$ cat src/rtl/buffer_pool_ownership_manager_core_assert.svh
// ---------------------------------------------------------------------------
// Buffer pool ownership manager - assertion macros
// Shorthand for clocked implication checks, disabled while in reset.
// ---------------------------------------------------------------------------
`ifndef BUFFER_POOL_OWNERSHIP_MANAGER_CORE_ASSERT_SVH
`define BUFFER_POOL_OWNERSHIP_MANAGER_CORE_ASSERT_SVH

// same-cycle implication
`define BPOM_ASSERT_IMP(lbl, ante, cons, msg) \
	lbl: assert property (@(posedge clk) disable iff (!arst_n) (ante) |-> (cons)) \
		else $error(msg);

// next-cycle implication
`define BPOM_ASSERT_NXT(lbl, ante, cons, msg) \
	lbl: assert property (@(posedge clk) disable iff (!arst_n) (ante) |=> (cons)) \
		else $error(msg);

`endif

$ cat src/rtl/bpom_pkg.sv
// ---------------------------------------------------------------------------
// bpom_pkg
// Shared types and codes of the buffer pool ownership manager.
// ---------------------------------------------------------------------------
package bpom_pkg;

	localparam int NUM_BUFFERS_DEF = 16;
	localparam int ID_W            = 8;
	localparam int MODE_W          = 3;
	localparam int STATUS_W        = 3;
	localparam int CNT_W           = 9;

	typedef enum logic [MODE_W-1:0] {
		MODE_PROD_ACQ = 3'd0,
		MODE_COMMIT   = 3'd1,
		MODE_CANCEL   = 3'd2,
		MODE_CONS_ACQ = 3'd3,
		MODE_CONS_REL = 3'd4
	} mode_t;

	typedef enum logic [STATUS_W-1:0] {
		ST_OK       = 3'd0,
		ST_NO_FREE  = 3'd1,
		ST_NO_READY = 3'd2,
		ST_BAD_BUF  = 3'd3,
		ST_BAD_MODE = 3'd4
	} status_t;

	typedef enum logic [1:0] {
		MARK_NONE = 2'd0,
		MARK_PROD = 2'd1,
		MARK_CONS = 2'd2
	} mark_t;

	typedef struct packed {
		logic rd;
		logic pop;
		logic push;
	} q_ctl_t;

endpackage

$ cat src/rtl/bpom_if.sv
// ---------------------------------------------------------------------------
// bpom_req_if / bpom_rsp_if
// Valid/ready channels for requests and results.
// ---------------------------------------------------------------------------
interface bpom_req_if
	import bpom_pkg::*;
();
	logic              valid;
	logic              ready;
	logic [MODE_W-1:0] mode;
	logic [ID_W-1:0]   buffer_id;

	modport source (output valid, output mode, output buffer_id, input ready);
	modport sink   (input valid, input mode, input buffer_id, output ready);
endinterface

interface bpom_rsp_if
	import bpom_pkg::*;
();
	logic                valid;
	logic                ready;
	logic [STATUS_W-1:0] status;
	logic [ID_W-1:0]     granted_id;
	logic [CNT_W-1:0]    free_count;
	logic [CNT_W-1:0]    ready_count;

	modport source (output valid, output status, output granted_id,
		output free_count, output ready_count, input ready);
	modport sink   (input valid, input status, input granted_id,
		input free_count, input ready_count, output ready);
endinterface

$ cat src/rtl/bpom_queue.sv
// ---------------------------------------------------------------------------
// bpom_queue
// Circular id queue over a synchronous RAM, registered read of the head
// slot, push to the tail. Optional fill with ids 0..N-1 at start.
// ---------------------------------------------------------------------------
module bpom_queue
	import bpom_pkg::*;
#(
	parameter int N         = NUM_BUFFERS_DEF,
	parameter int IW        = 4,
	parameter int CW        = 5,
	parameter bit INIT_FULL = 1'b0
) (
	input  logic            clk,
	input  logic            arst_n,
	input  logic            init_we,
	input  logic [IW-1:0]   init_addr,
	input  q_ctl_t          ctl,
	input  logic [ID_W-1:0] push_id,
	output logic [ID_W-1:0] rd_data,
	output logic [CW-1:0]   fill,
	output logic            empty,
	output logic            full
);

	localparam int SW = CW + 1;

	logic [ID_W-1:0] mem [N];
	logic [ID_W-1:0] rd_data_q;
	logic [IW-1:0]   head_q;
	logic [CW-1:0]   fill_q;
	logic [SW-1:0]   tail_sum;
	logic [SW-1:0]   tail_wrap;
	logic            push_ok;
	logic            pop_ok;
	logic            wr_en;
	logic [IW-1:0]   wr_addr;
	logic [ID_W-1:0] wr_data;

	assign empty   = (fill_q == '0);
	assign full    = (fill_q == CW'(N));
	assign push_ok = ctl.push && !full;
	assign pop_ok  = ctl.pop && !empty;

	assign tail_sum  = SW'(head_q) + SW'(fill_q);
	assign tail_wrap = (tail_sum >= SW'(N)) ? (tail_sum - SW'(N)) : tail_sum;

	always_comb begin
		if (INIT_FULL && init_we) begin
			wr_en   = 1'b1;
			wr_addr = init_addr;
			wr_data = ID_W'(init_addr);
		end else begin
			wr_en   = push_ok;
			wr_addr = tail_wrap[IW-1:0];
			wr_data = push_id;
		end
	end

	always_ff @(posedge clk) begin
		if (wr_en)
			mem[wr_addr] <= wr_data;
		if (ctl.rd)
			rd_data_q <= mem[head_q];
	end

	always_ff @(posedge clk or negedge arst_n) begin
		if (!arst_n) begin
			head_q <= '0;
			fill_q <= INIT_FULL ? CW'(N) : '0;
		end else begin
			if (pop_ok)
				head_q <= (head_q == IW'(N - 1)) ? '0 : head_q + 1'b1;
			fill_q <= fill_q + CW'(push_ok) - CW'(pop_ok);
		end
	end

	assign rd_data = rd_data_q;
	assign fill    = fill_q;

endmodule

$ cat src/rtl/bpom_mark_mem.sv
// ---------------------------------------------------------------------------
// bpom_mark_mem
// Lock mark per buffer id: one write port, one registered read port.
// ---------------------------------------------------------------------------
module bpom_mark_mem
	import bpom_pkg::*;
#(
	parameter int N  = NUM_BUFFERS_DEF,
	parameter int IW = 4
) (
	input  logic          clk,
	input  logic          we,
	input  logic [IW-1:0] waddr,
	input  mark_t         wdata,
	input  logic          re,
	input  logic [IW-1:0] raddr,
	output mark_t         rdata
);

	mark_t mem [N];
	mark_t rdata_q;

	always_ff @(posedge clk) begin
		if (we)
			mem[waddr] <= wdata;
		if (re)
			rdata_q <= mem[raddr];
	end

	assign rdata = rdata_q;

endmodule

$ cat src/rtl/buffer_pool_ownership_manager_core.sv
// ---------------------------------------------------------------------------
// buffer_pool_ownership_manager_core
// Hands buffer ids between a free queue, a ready queue and per-id lock
// marks held in RAM.
// ---------------------------------------------------------------------------
//  channel  dir  beat contents
//  req      in   mode, buffer_id
//  rsp      out  status, granted_id, free_count, ready_count
//
//  Per request: the accept edge reads queue heads and the lock mark; in
//  S_EXEC, once the result register is free or being taken, the write-back
//  and the load of the result register follow. The RAM read comes ahead of
//  the write-back; requests never overlap, so no forwarding is needed.
//  After reset a sweep over all NUM_BUFFERS ids loads the free queue and
//  clears the marks; req.ready stays low meanwhile.
//  A held result stalls the write-back of the following request.
// ---------------------------------------------------------------------------
module buffer_pool_ownership_manager_core
	import bpom_pkg::*;
#(
	parameter int NUM_BUFFERS = NUM_BUFFERS_DEF
) (
	input  logic        clk,
	input  logic        arst_n,
	bpom_req_if.sink    req,
	bpom_rsp_if.source  rsp
);

`include "buffer_pool_ownership_manager_core_assert.svh"

	localparam int IW = (NUM_BUFFERS > 1) ? $clog2(NUM_BUFFERS) : 1;
	localparam int CW = $clog2(NUM_BUFFERS + 1);

	typedef enum logic [2:0] {
		S_INIT = 3'b001,
		S_IDLE = 3'b010,
		S_EXEC = 3'b100
	} state_t;

	state_t              state_q;
	logic [IW-1:0]       init_cnt_q;
	logic [MODE_W-1:0]   mode_s1;
	logic [ID_W-1:0]     id_s1;

	logic                out_valid_q;
	logic [STATUS_W-1:0] status_q;
	logic [ID_W-1:0]     granted_q;
	logic [CNT_W-1:0]    free_cnt_q;
	logic [CNT_W-1:0]    ready_cnt_q;

	logic                acc;
	logic                go;
	logic                in_init;
	logic                in_pool;
	logic [IW-1:0]       idx;

	q_ctl_t              free_ctl;
	q_ctl_t              ready_ctl;
	logic [ID_W-1:0]     free_rd;
	logic [ID_W-1:0]     ready_rd;
	logic [CW-1:0]       free_fill;
	logic [CW-1:0]       ready_fill;
	logic                free_empty;
	logic                free_full;
	logic                ready_empty;
	logic                ready_full;

	mark_t               mark_rd;
	logic                mark_we;
	logic [IW-1:0]       mark_waddr;
	mark_t               mark_wdata;

	logic                x_pop_free;
	logic                x_pop_ready;
	logic                x_push_free;
	logic                x_push_ready;
	logic                x_mark_we;
	logic [IW-1:0]       x_mark_addr;
	mark_t               x_mark_val;
	status_t             x_status;
	logic [ID_W-1:0]     x_granted;
	logic [CW-1:0]       free_nxt;
	logic [CW-1:0]       ready_nxt;

	assign in_init   = (state_q == S_INIT);
	assign req.ready = (state_q == S_IDLE);
	assign acc       = req.valid && req.ready;
	assign go        = (state_q == S_EXEC) && (!out_valid_q || rsp.ready);

	assign in_pool = ({1'b0, id_s1} < (ID_W + 1)'(NUM_BUFFERS));
	assign idx     = id_s1[IW-1:0];

	always_comb begin
		x_pop_free   = 1'b0;
		x_pop_ready  = 1'b0;
		x_push_free  = 1'b0;
		x_push_ready = 1'b0;
		x_mark_we    = 1'b0;
		x_mark_addr  = idx;
		x_mark_val   = MARK_NONE;
		x_status     = ST_OK;
		x_granted    = '0;
		case (mode_s1) inside
			MODE_PROD_ACQ: begin
				if (free_empty) begin
					x_status = ST_NO_FREE;
				end else begin
					x_pop_free  = 1'b1;
					x_mark_we   = 1'b1;
					x_mark_addr = free_rd[IW-1:0];
					x_mark_val  = MARK_PROD;
					x_granted   = free_rd;
				end
			end
			MODE_COMMIT, MODE_CANCEL: begin
				if (!in_pool || mark_rd != MARK_PROD) begin
					x_status = ST_BAD_BUF;
				end else begin
					x_mark_we = 1'b1;
					if (mode_s1 == MODE_COMMIT)
						x_push_ready = !ready_full;
					else
						x_push_free = !free_full;
				end
			end
			MODE_CONS_ACQ: begin
				if (ready_empty) begin
					x_status = ST_NO_READY;
				end else begin
					x_pop_ready = 1'b1;
					x_mark_we   = 1'b1;
					x_mark_addr = ready_rd[IW-1:0];
					x_mark_val  = MARK_CONS;
					x_granted   = ready_rd;
				end
			end
			MODE_CONS_REL: begin
				if (!in_pool || mark_rd != MARK_CONS) begin
					x_status = ST_BAD_BUF;
				end else begin
					x_mark_we   = 1'b1;
					x_push_free = !free_full;
				end
			end
			default: x_status = ST_BAD_MODE;
		endcase
	end

	assign free_nxt  = free_fill + CW'(x_push_free) - CW'(x_pop_free);
	assign ready_nxt = ready_fill + CW'(x_push_ready) - CW'(x_pop_ready);

	assign free_ctl  = '{rd: acc, pop: go && x_pop_free, push: go && x_push_free};
	assign ready_ctl = '{rd: acc, pop: go && x_pop_ready, push: go && x_push_ready};

	always_comb begin
		if (in_init) begin
			mark_we    = 1'b1;
			mark_waddr = init_cnt_q;
			mark_wdata = MARK_NONE;
		end else begin
			mark_we    = go && x_mark_we;
			mark_waddr = x_mark_addr;
			mark_wdata = x_mark_val;
		end
	end

	bpom_queue #(
		.N(NUM_BUFFERS), .IW(IW), .CW(CW), .INIT_FULL(1'b1)
	) u_free_q (
		.clk(clk), .arst_n(arst_n),
		.init_we(in_init), .init_addr(init_cnt_q),
		.ctl(free_ctl), .push_id(id_s1),
		.rd_data(free_rd), .fill(free_fill),
		.empty(free_empty), .full(free_full)
	);

	bpom_queue #(
		.N(NUM_BUFFERS), .IW(IW), .CW(CW), .INIT_FULL(1'b0)
	) u_ready_q (
		.clk(clk), .arst_n(arst_n),
		.init_we(1'b0), .init_addr(init_cnt_q),
		.ctl(ready_ctl), .push_id(id_s1),
		.rd_data(ready_rd), .fill(ready_fill),
		.empty(ready_empty), .full(ready_full)
	);

	bpom_mark_mem #(
		.N(NUM_BUFFERS), .IW(IW)
	) u_mark (
		.clk(clk),
		.we(mark_we), .waddr(mark_waddr), .wdata(mark_wdata),
		.re(acc), .raddr(req.buffer_id[IW-1:0]), .rdata(mark_rd)
	);

	always_ff @(posedge clk or negedge arst_n) begin
		if (!arst_n) begin
			state_q     <= S_INIT;
			init_cnt_q  <= '0;
			out_valid_q <= 1'b0;
		end else begin
			unique case (state_q)
				S_INIT: begin
					init_cnt_q <= init_cnt_q + 1'b1;
					if (init_cnt_q == IW'(NUM_BUFFERS - 1))
						state_q <= S_IDLE;
				end
				S_IDLE: begin
					if (acc)
						state_q <= S_EXEC;
				end
				S_EXEC: begin
					if (go)
						state_q <= S_IDLE;
				end
				default: state_q <= S_INIT;
			endcase
			if (go)
				out_valid_q <= 1'b1;
			else if (rsp.ready)
				out_valid_q <= 1'b0;
		end
	end

	always_ff @(posedge clk) begin
		if (acc) begin
			mode_s1 <= req.mode;
			id_s1   <= req.buffer_id;
		end
		if (go) begin
			status_q    <= x_status;
			granted_q   <= x_granted;
			free_cnt_q  <= CNT_W'(free_nxt);
			ready_cnt_q <= CNT_W'(ready_nxt);
		end
	end

	assign rsp.valid       = out_valid_q;
	assign rsp.status      = status_q;
	assign rsp.granted_id  = granted_q;
	assign rsp.free_count  = free_cnt_q;
	assign rsp.ready_count = ready_cnt_q;

	`BPOM_ASSERT_IMP(a_fill_sum, 1'b1, ((CW + 1)'(free_fill) + (CW + 1)'(ready_fill)) <= (CW + 1)'(NUM_BUFFERS), "ids lost or duplicated between queues")
	`BPOM_ASSERT_NXT(a_acc_exec, acc, state_q == S_EXEC, "accepted request not executed")
	`BPOM_ASSERT_IMP(a_load_exec, $rose(out_valid_q), $past(state_q == S_EXEC), "result appeared without execution")
	`BPOM_ASSERT_IMP(a_grant_pool, out_valid_q, {1'b0, granted_q} < (ID_W + 1)'(NUM_BUFFERS), "granted id outside pool")
	`BPOM_ASSERT_IMP(a_init_quiet, in_init, !out_valid_q, "result during start-up sweep")

endmodule
$ cat src/flat_wrapper.sv
// flat-port wrapper written by rule: the top's interface ports become plain ports
module buffer_pool_ownership_manager_core_flat import bpom_pkg::*;
#(
	parameter int NUM_BUFFERS = NUM_BUFFERS_DEF
)
  (clk, arst_n, req_valid, req_mode, req_buffer_id, req_ready, rsp_valid, rsp_status, rsp_granted_id, rsp_free_count, rsp_ready_count, rsp_ready);
  bpom_req_if req_i ();
  bpom_rsp_if rsp_i ();
  input  logic clk;
  input  logic arst_n;
  input wire logic [$bits(req_i.valid)-1:0] req_valid;
  input wire logic [$bits(req_i.mode)-1:0] req_mode;
  input wire logic [$bits(req_i.buffer_id)-1:0] req_buffer_id;
  output wire logic [$bits(req_i.ready)-1:0] req_ready;
  output wire logic [$bits(rsp_i.valid)-1:0] rsp_valid;
  output wire logic [$bits(rsp_i.status)-1:0] rsp_status;
  output wire logic [$bits(rsp_i.granted_id)-1:0] rsp_granted_id;
  output wire logic [$bits(rsp_i.free_count)-1:0] rsp_free_count;
  output wire logic [$bits(rsp_i.ready_count)-1:0] rsp_ready_count;
  input wire logic [$bits(rsp_i.ready)-1:0] rsp_ready;
  assign req_i.valid = req_valid;
  assign req_i.mode = req_mode;
  assign req_i.buffer_id = req_buffer_id;
  assign req_ready = req_i.ready;
  assign rsp_valid = rsp_i.valid;
  assign rsp_status = rsp_i.status;
  assign rsp_granted_id = rsp_i.granted_id;
  assign rsp_free_count = rsp_i.free_count;
  assign rsp_ready_count = rsp_i.ready_count;
  assign rsp_i.ready = rsp_ready;
  buffer_pool_ownership_manager_core #(.NUM_BUFFERS(NUM_BUFFERS)) u_core (.clk(clk), .arst_n(arst_n), .req(req_i), .rsp(rsp_i));
endmodule
$ cat config.mk
export PLATFORM = sky130hd
export DESIGN_NAME = buffer_pool_ownership_manager_core_flat
export DESIGN_NICKNAME = d
export VERILOG_FILES = /design/src/rtl/bpom_pkg.sv /design/src/rtl/bpom_if.sv /design/src/rtl/bpom_queue.sv /design/src/rtl/bpom_mark_mem.sv /design/src/rtl/buffer_pool_ownership_manager_core.sv /design/src/flat_wrapper.sv
export VERILOG_INCLUDE_DIRS = /design/src /design/src/rtl
export SDC_FILE = /design/constraint.sdc
export NUM_CORES = 1
export LEC_CHECK = 0
export BUFFER_PORTS_ARGS = -buffer_cell sky130_fd_sc_hd__buf_2
export CAP_MARGIN = 20
export CELL_PAD_IN_SITES_DETAIL_PLACEMENT = 0
export CELL_PAD_IN_SITES_GLOBAL_PLACEMENT = 1
export CORE_ASPECT_RATIO = 1.5
export CORE_UTILIZATION = 45
export CTS_CLUSTER_DIAMETER = 150
export CTS_CLUSTER_SIZE = 10
export DETAILED_ROUTE_END_ITERATION = 6
export PLACE_DENSITY = 0.8
export SETUP_SLACK_MARGIN = 0.5
export SYNTH_ARGS = -nofsm -noshare
export SYNTH_HDL_FRONTEND = slang
export SYNTH_HIERARCHICAL = 1
export SYNTH_SLANG_ARGS = --single-unit
$ cat constraint.sdc
create_clock -name clk -period 3.8 [get_ports clk]
set_input_delay 0.57 -clock clk [delete_from_list [all_inputs] [get_ports clk]]
set_output_delay 0.57 -clock clk [all_outputs]
set_load 0.02 [all_outputs]
=== Yosys cells after proc, flatten, opt, wreduce, memory -nomap -nowiden ===
Memory sizes are Yosys's and may differ from the RTL's. A register that Yosys moved wholly into a read port is not among the register bits.
Index checks and enable logic that the tools add are counted.

* Register bits after elaboration: 58
* Bits in writable memories: 288
* Input bits: 15
* Output and inout bits: 31
* Memories: 3

{| class="wikitable"
|+ Memories
! memory !! depth !! bits a word !! rd ports !! clocked after Yosys merged registers in !! write ports !! line !! source
|-
| u_core.u_free_q.mem || 16 || 8 || 1 || 1 || 1 || bpom_queue.sv:28 || <nowiki>logic [ID_W-1:0] mem [N];</nowiki>
|-
| u_core.u_ready_q.mem || 16 || 8 || 1 || 1 || 1 || bpom_queue.sv:28 ||
|-
| u_core.u_mark.mem || 16 || 2 || 1 || 1 || 1 || bpom_mark_mem.sv:20 || <nowiki>mark_t mem [N];</nowiki>
|}

* $add $sub $neg: 15
* $lt $le $gt $ge: 3
* Equal/unequal tests: 17
* Multiplexer cells: 68
* Reduce and logical (&&, ||, !) cells: 26

{| class="wikitable"
|+ Operator list
! kind !! number
|-
| $mux 8 || 6
|-
| $mux 4 || 11
|-
| $mux 1 || 35
|-
| $mux 3 || 7
|-
| $add 5x1->5 || 4
|-
| $sub 5x1->5 || 4
|-
| $mux 2 || 8
|-
| $add 4x1->4 const B || 3
|-
| $add 4x5->6 || 2
|-
| $eq 4x4->1 const B || 3
|-
| $ge 6x5->1 const B || 2
|-
| $logic_and 1x1->1 || 11
|-
| $eq 5x5->1 const B || 2
|-
| $logic_not 5->1 || 2
|-
| $eq 3x2->1 const B || 3
|-
| $pmux 3 s3 || 1
|-
| $lt 8x5->1 const B || 1
|-
| $sub 4x1->4 const B || 2
|-
| $eq 3x1->1 const B || 2
|-
| $eq 3x3->1 const B || 2
|-
| $logic_not 1->1 || 6
|-
| $ne 2x2->1 const B || 3
|-
| $ne 2x1->1 const B || 2
|-
| $logic_not 3->1 || 1
|-
| 4 further kinds || 6
|}

=== Depth between registers and ports, before layout ===
* Depth in word-level cells: 13
* Mapped depth: 18
* Gate-level depth less buffers: 16

=== Cells and area by module ===
Netlist, hierarchy kept.

{| class="wikitable"
|+ Modules (own cells, without submodules)
! module !! times used !! cells each !! area an instance (µm²) !! seq. area each (µm²)
|-
| bpom_queue (u_core.u_free_q) || 1 || 362 || 6,167.2 || 4,310.4
|-
| bpom_queue (u_core.u_ready_q) || 1 || 304 || 5,910.7 || 4,309.1
|-
| buffer_pool_ownership_manager_core || 1 || 189 || 2,192.1 || 1,162.4
|-
| bpom_mark_mem || 1 || 78 || 1,400.1 || 1,021.0
|}

=== Least setup slack after synthesis ===
OpenSTA, ideal clock, no wires.

* Path kind: flip-flop to flip-flop
* From: register u_core.id_s1[7]
* To: memory u_core.u_free_q.mem[0][0] (enable)
* Setup time: 0.384 ns
* Arrival time: 2.952 ns
* Path slack: 0.464 ns
* Cell stages (with the launch flop): 9
* Buffers on the path: 0
* Clock period less this slack: 3.336 ns
* Path through: edfxtp_1 > nor4_4 > nand3_1 > a211o_1 > nor2_1 > or4b_1 > o22ai_2 > nand2_1 > o21ai_0

{| class="wikitable"
|+ RTL lines
! element !! line !! source
|-
| from (decl) || buffer_pool_ownership_manager_core.sv:43 || <nowiki>logic [ID_W-1:0] id_s1;</nowiki>
|-
| from (signal assigned) || buffer_pool_ownership_manager_core.sv:227 || <nowiki>id_s1 <= req.buffer_id;</nowiki>
|-
| to (decl) || bpom_queue.sv:28 ||
|}

==> results <==
- Among all flip-flop cells after synthesis, the most frequent one is edfxtp_1.
- Setup violations remaining at the end of the flow were counted as 0.
- The number of H-tree levels is 2.
- Summing every instance area after synthesis gives 15700 um2.
- The detail-routed via count per cell is 5.65.
- The count of distinct cell types in the synthesized netlist is 70.
- The worst setup path is launched from a flop.
- The number of max-cap violations is 0.
- Setup repair after global routing could not meet its margin everywhere.
- The initial antenna violation count is 0.
- The mean area per synthesized cell is 16.8 um2.
- The floorplan step set the die height to 231 um.
- In the layout the commonest cells are edfxtp_1 (338), buf_4 (72), mux2i_1 (58).
- The maximum number of pins on one net before global-route repair is 54.
- The summed area of non-filler cells in the final layout is 17900 um2.
- The final layout contains 1099 nets.
- The insertion delay to the later sink of the worst-skew pair is 560 ps.
- The fraction of synthesis flops using an asynchronous set or reset pin is 0.0714.
- The slack of the critical path is 614 ps.
- During I/O placement, the number of pins put on the boundary was 46.
- The total leakage power is 6.10 nW.
- Routability-driven placement finished with a final weighted congestion of 0.881.
- TritonCTS built the clock tree.
- Summing all multi-input logic gate instances after layout gives 4500 um2.
- Counting I/O delays and the setup requirement, the final critical path takes 3190 ps.
- The sequential cells in the finished layout cover a total of 10800 um2.
- The fraction of synthesized cell area in xor and xnor cells is 0.0173.
- STA puts the critical path data arrival time at 3660 ps.
- The total track usage is 0.190.
- In this run, synthesis inferred 338 flip-flops with an integrated enable.
- In this run the power density over the cells is 618 nW/um2.
- In this run the critical register-to-register path is captured at u_core/u_free_q/fill[4].
- Clock tree synthesis selected as its root buffer the cell clkbuf_16.
- The portion of total power attributed to combinational logic is 0.200.
- The worst pin sits at a relative slew slack of 0.305.
- The Yosys step of the flow raised 6 warnings.
- The maximum operating frequency is 0.314 GHz.
- The die covers 35600 um2.
- Of the total power, registers draw 0.484.
- The total inserted antenna cells is 0.
- The internal portion of total power is 8.03 mW.
- The sequential element share of the synthesized area is 0.689.
- Of the total power, the share spent switching nets is 0.276.
- The critical path in this run is classified as reg -> reg.
- The multiplexer share of the synthesized area is 0.113.
- The end point of the critical path is u_core/u_free_q/fill[4].
- The fraction of final layout cells sized beyond drive strength 1 is 0.231.
- The maximum fanout along the worst path is 5.
- The clock slew at the register clock pins of the worst setup and hold paths is 60 ps.
- The number of buffers inserted during clock tree synthesis is 42.
- For the final routed database, the setup TNS stands at 0 ps.
- The HPWL reported at the end of detailed placement is 23.0 mm.
- The final-report hold violation count is 0.
- The run finished with clean final reports.
- The number of placement rows is 83.
- The startpoint of the most critical register-to-register path is u_core/u_free_q/fill[3].
- The tightest min-delay check is of the in -> async type.
- The post-synthesis share of cell area spent on full adders, half adders and majority gates is 0.0316.
- The post-synthesis instance total is 933.
- The overall overflow remaining after global route is 0.
- The number of max-slew violations in the final report is 0.
- Of the total synthesized cell area, the portion taken by AND, OR, NAND and NOR gates is 0.0565.
- OpenSTA, run right after detailed placement, puts the worst setup slack at 490 ps.
- In the final routed layout, each cell accounts on average for 22.0 um.
- The number of buffers added on ports is 37.
- Counting every sink on the clock net gives 364.
- The wire length of the first global-routing pass is 49.8 mm.
- Data on the critical path is required at its endpoint by 4280 ps.
- For the pin with the worst max-slew slack, the measured transition is 1040 ps.
- The pre-antenna-repair detailed-routing pass consisted of 5 iterations.
- The worst register-to-register path has a setup slack of 610 ps.
- The synthesized-area fraction occupied by ao, oa, aoi and oai cells is 0.0632.
- The total of fill cells in the finished design is 2724.
- The core area is 34300 um2.
- The routed length on met1 is 11.7 mm.
- The initial utilization of the core area, before any placement, comes to 0.457.
- After detailed routing, the number of remaining DRC violations is 0.
- The share of total power dissipated in the clock network is 0.316.
- Measured along the x axis, the die boundary spans 154 um.
- In this run the worst setup path begins at u_core/u_free_q/fill[3].
- The final setup skew is 26.5 ps.
- The net switching power is 3.06 mW.
- Across the VDD grid, the largest voltage drop is 330 uV.
- After the first detailed-routing iteration, the DRC count stood at 463.
- At the end of the flow the core is filled with cells to 0.523.
- The wire length reported by the detailed router is 32.8 mm.
- After synthesis, the largest family of logic cells by area is multiplexers.
- The post-place instance area is 16600 um2.
- The maximum buffer depth of the clock tree is 3.
- The worst setup path is captured at a flop.
- The library cell used most frequently in the layout, excluding fill and tap cells, is edfxtp_1.
- The routed layout has 8403 vias.
- In the finished design, the share of the clock period the worst path needs comes to 0.838.
- Relative to the synthesized area, the layout overhead comes to 14.4%.
- The length in cells of the worst reg-to-reg path is 16.
- The via count of the first global-routing pass is 8678.
- In this run, synthesis produced a sequential element count of 364.
- In this run the remaining antenna-violating nets after routing total 0.
- The sum of met2 wire segment lengths after detailed routing is 18.5 mm.
- The top layer used by detailed routing is met4.
- The detailed-routed wire length on met3 is 1.13 mm.
metal layers:
layer,up-vias,track usage
li1,3864,-
met3,82,0.0270
met5,-,0
met4,0,0.0956
met1,4271,0.197
met2,186,0.367
how the worst min path moves through the flow:
| stage | start | to | slack (ps) | cells past startpoint |
|---|---|---|---|---|
| 5_1_grt | arst_n | u_core/u_free_q/fill[3] | 80 | 1 |
| 4_1_cts | arst_n | u_core/u_free_q/fill[0] | 50 | 1 |
| 3_3_place_gp | u_core/state_q[0] | u_core/state_q[2] | 490 | 1 |
| 6_report | arst_n | u_core/u_free_q/fill[0] | 40 | 1 |
| 3_5_place_dp | u_core/state_q[0] | u_core/state_q[2] | 500 | 1 |
| 2_1_floorplan | arst_n | u_core/init_cnt_q[0] | 270 | 0 |
sequential cells by signal, indices dropped and copies added (netlist names), 5 cells and up:
signal,count
u_core/id_s1,8
u_core/u_free_q/mem,128
u_core/u_free_q/fill,5
u_core/rsp.free_count,5
u_core/u_ready_q/fill,5
u_core/rsp.ready_count,5
u_core/u_mark/mem,32
u_core/u_free_q/rd_data,8
u_core/u_ready_q/mem,128
u_core/rsp.granted_id,8
u_core/u_ready_q/rd_data,8
stage by stage:
| stage | std cells | hold slack [ps] | power, mW |
|---|---|---|---|
| 6_report | 1488 | 38.0 | 11.1 |
| 4_1_cts | 1472 | 46.9 | 11.0 |
| 2_1_floorplan | 940 | 274 | 6.80 |
| 3_5_place_dp | 1413 | 500 | 7.53 |
| 5_1_grt | 1488 | 82.8 | 11.5 |
| 3_3_place_gp | 1412 | 490 | 7.47 |
cells in the mapped netlist, drive strengths merged, types with 12 or more instances:
cell type	number	share of area
xnor2	23	0.013
nand3	12	0.0038
dfrtp	24	0.038
mux4	48	0.070
nor2b	13	0.0052
buf	38	0.017
inv	40	0.0096
mux2i	58	0.037
o21ai	30	0.0096
a22oi	18	0.0086
nor3	22	0.0070
nor2	32	0.0077
ha	30	0.024
edfxtp	338	0.65
nand2	40	0.010
a221oi	16	0.0089
a21oi	18	0.0057
power groups by stage:
stage	clock network, mW	logic, mW	registers [mW]
2_1_floorplan	0	1.40	5.40
5_1_grt	3.72	2.41	5.41
3_3_place_gp	0	2.04	5.43
6_report	3.51	2.21	5.37
3_5_place_dp	0	2.08	5.45
4_1_cts	3.58	2.09	5.38
area by class of cell:
cell class	count	share of cell area
flip-flops and latches	364	0.603
multi-input cells	487	0.251
clock buffers	55	0.0613
repair buffers	111	0.0422
well taps	425	0.0297
inverters	42	0.00879
clock inverters	4	0.00398
worst max-delay path, cell delays in order (launching register included):
cell and delay [ps]:
dfrtp_2 400, inv_1 70, ha_1 190, or4b_4 210, inv_1 70, or4_4 570
nor2_4 130, and2_4 190, ha_1 230, inv_1 60, ha_1 150, inv_1 60
fa_2 350, inv_1 60, a21oi_1 60, o21bai_1 170, xnor2_1 130
cells by family after synthesis:
logic type,Yosys count
flip-flops,364
AND/OR/NAND/NOR,159
AO/OA/AOI/OAI,140
multiplexers,113
buffers and inverters,89
adder cells (fa/ha/maj),36
XOR/XNOR,31
other,1
repair_timing:
item	CTS	global route
endpoints found under the setup margin	2	49
setup buffers	0	13
pin swaps	0	9
resized for setup	2	17
hold buffers	0	0
Power figures use the tool's default switching activity.
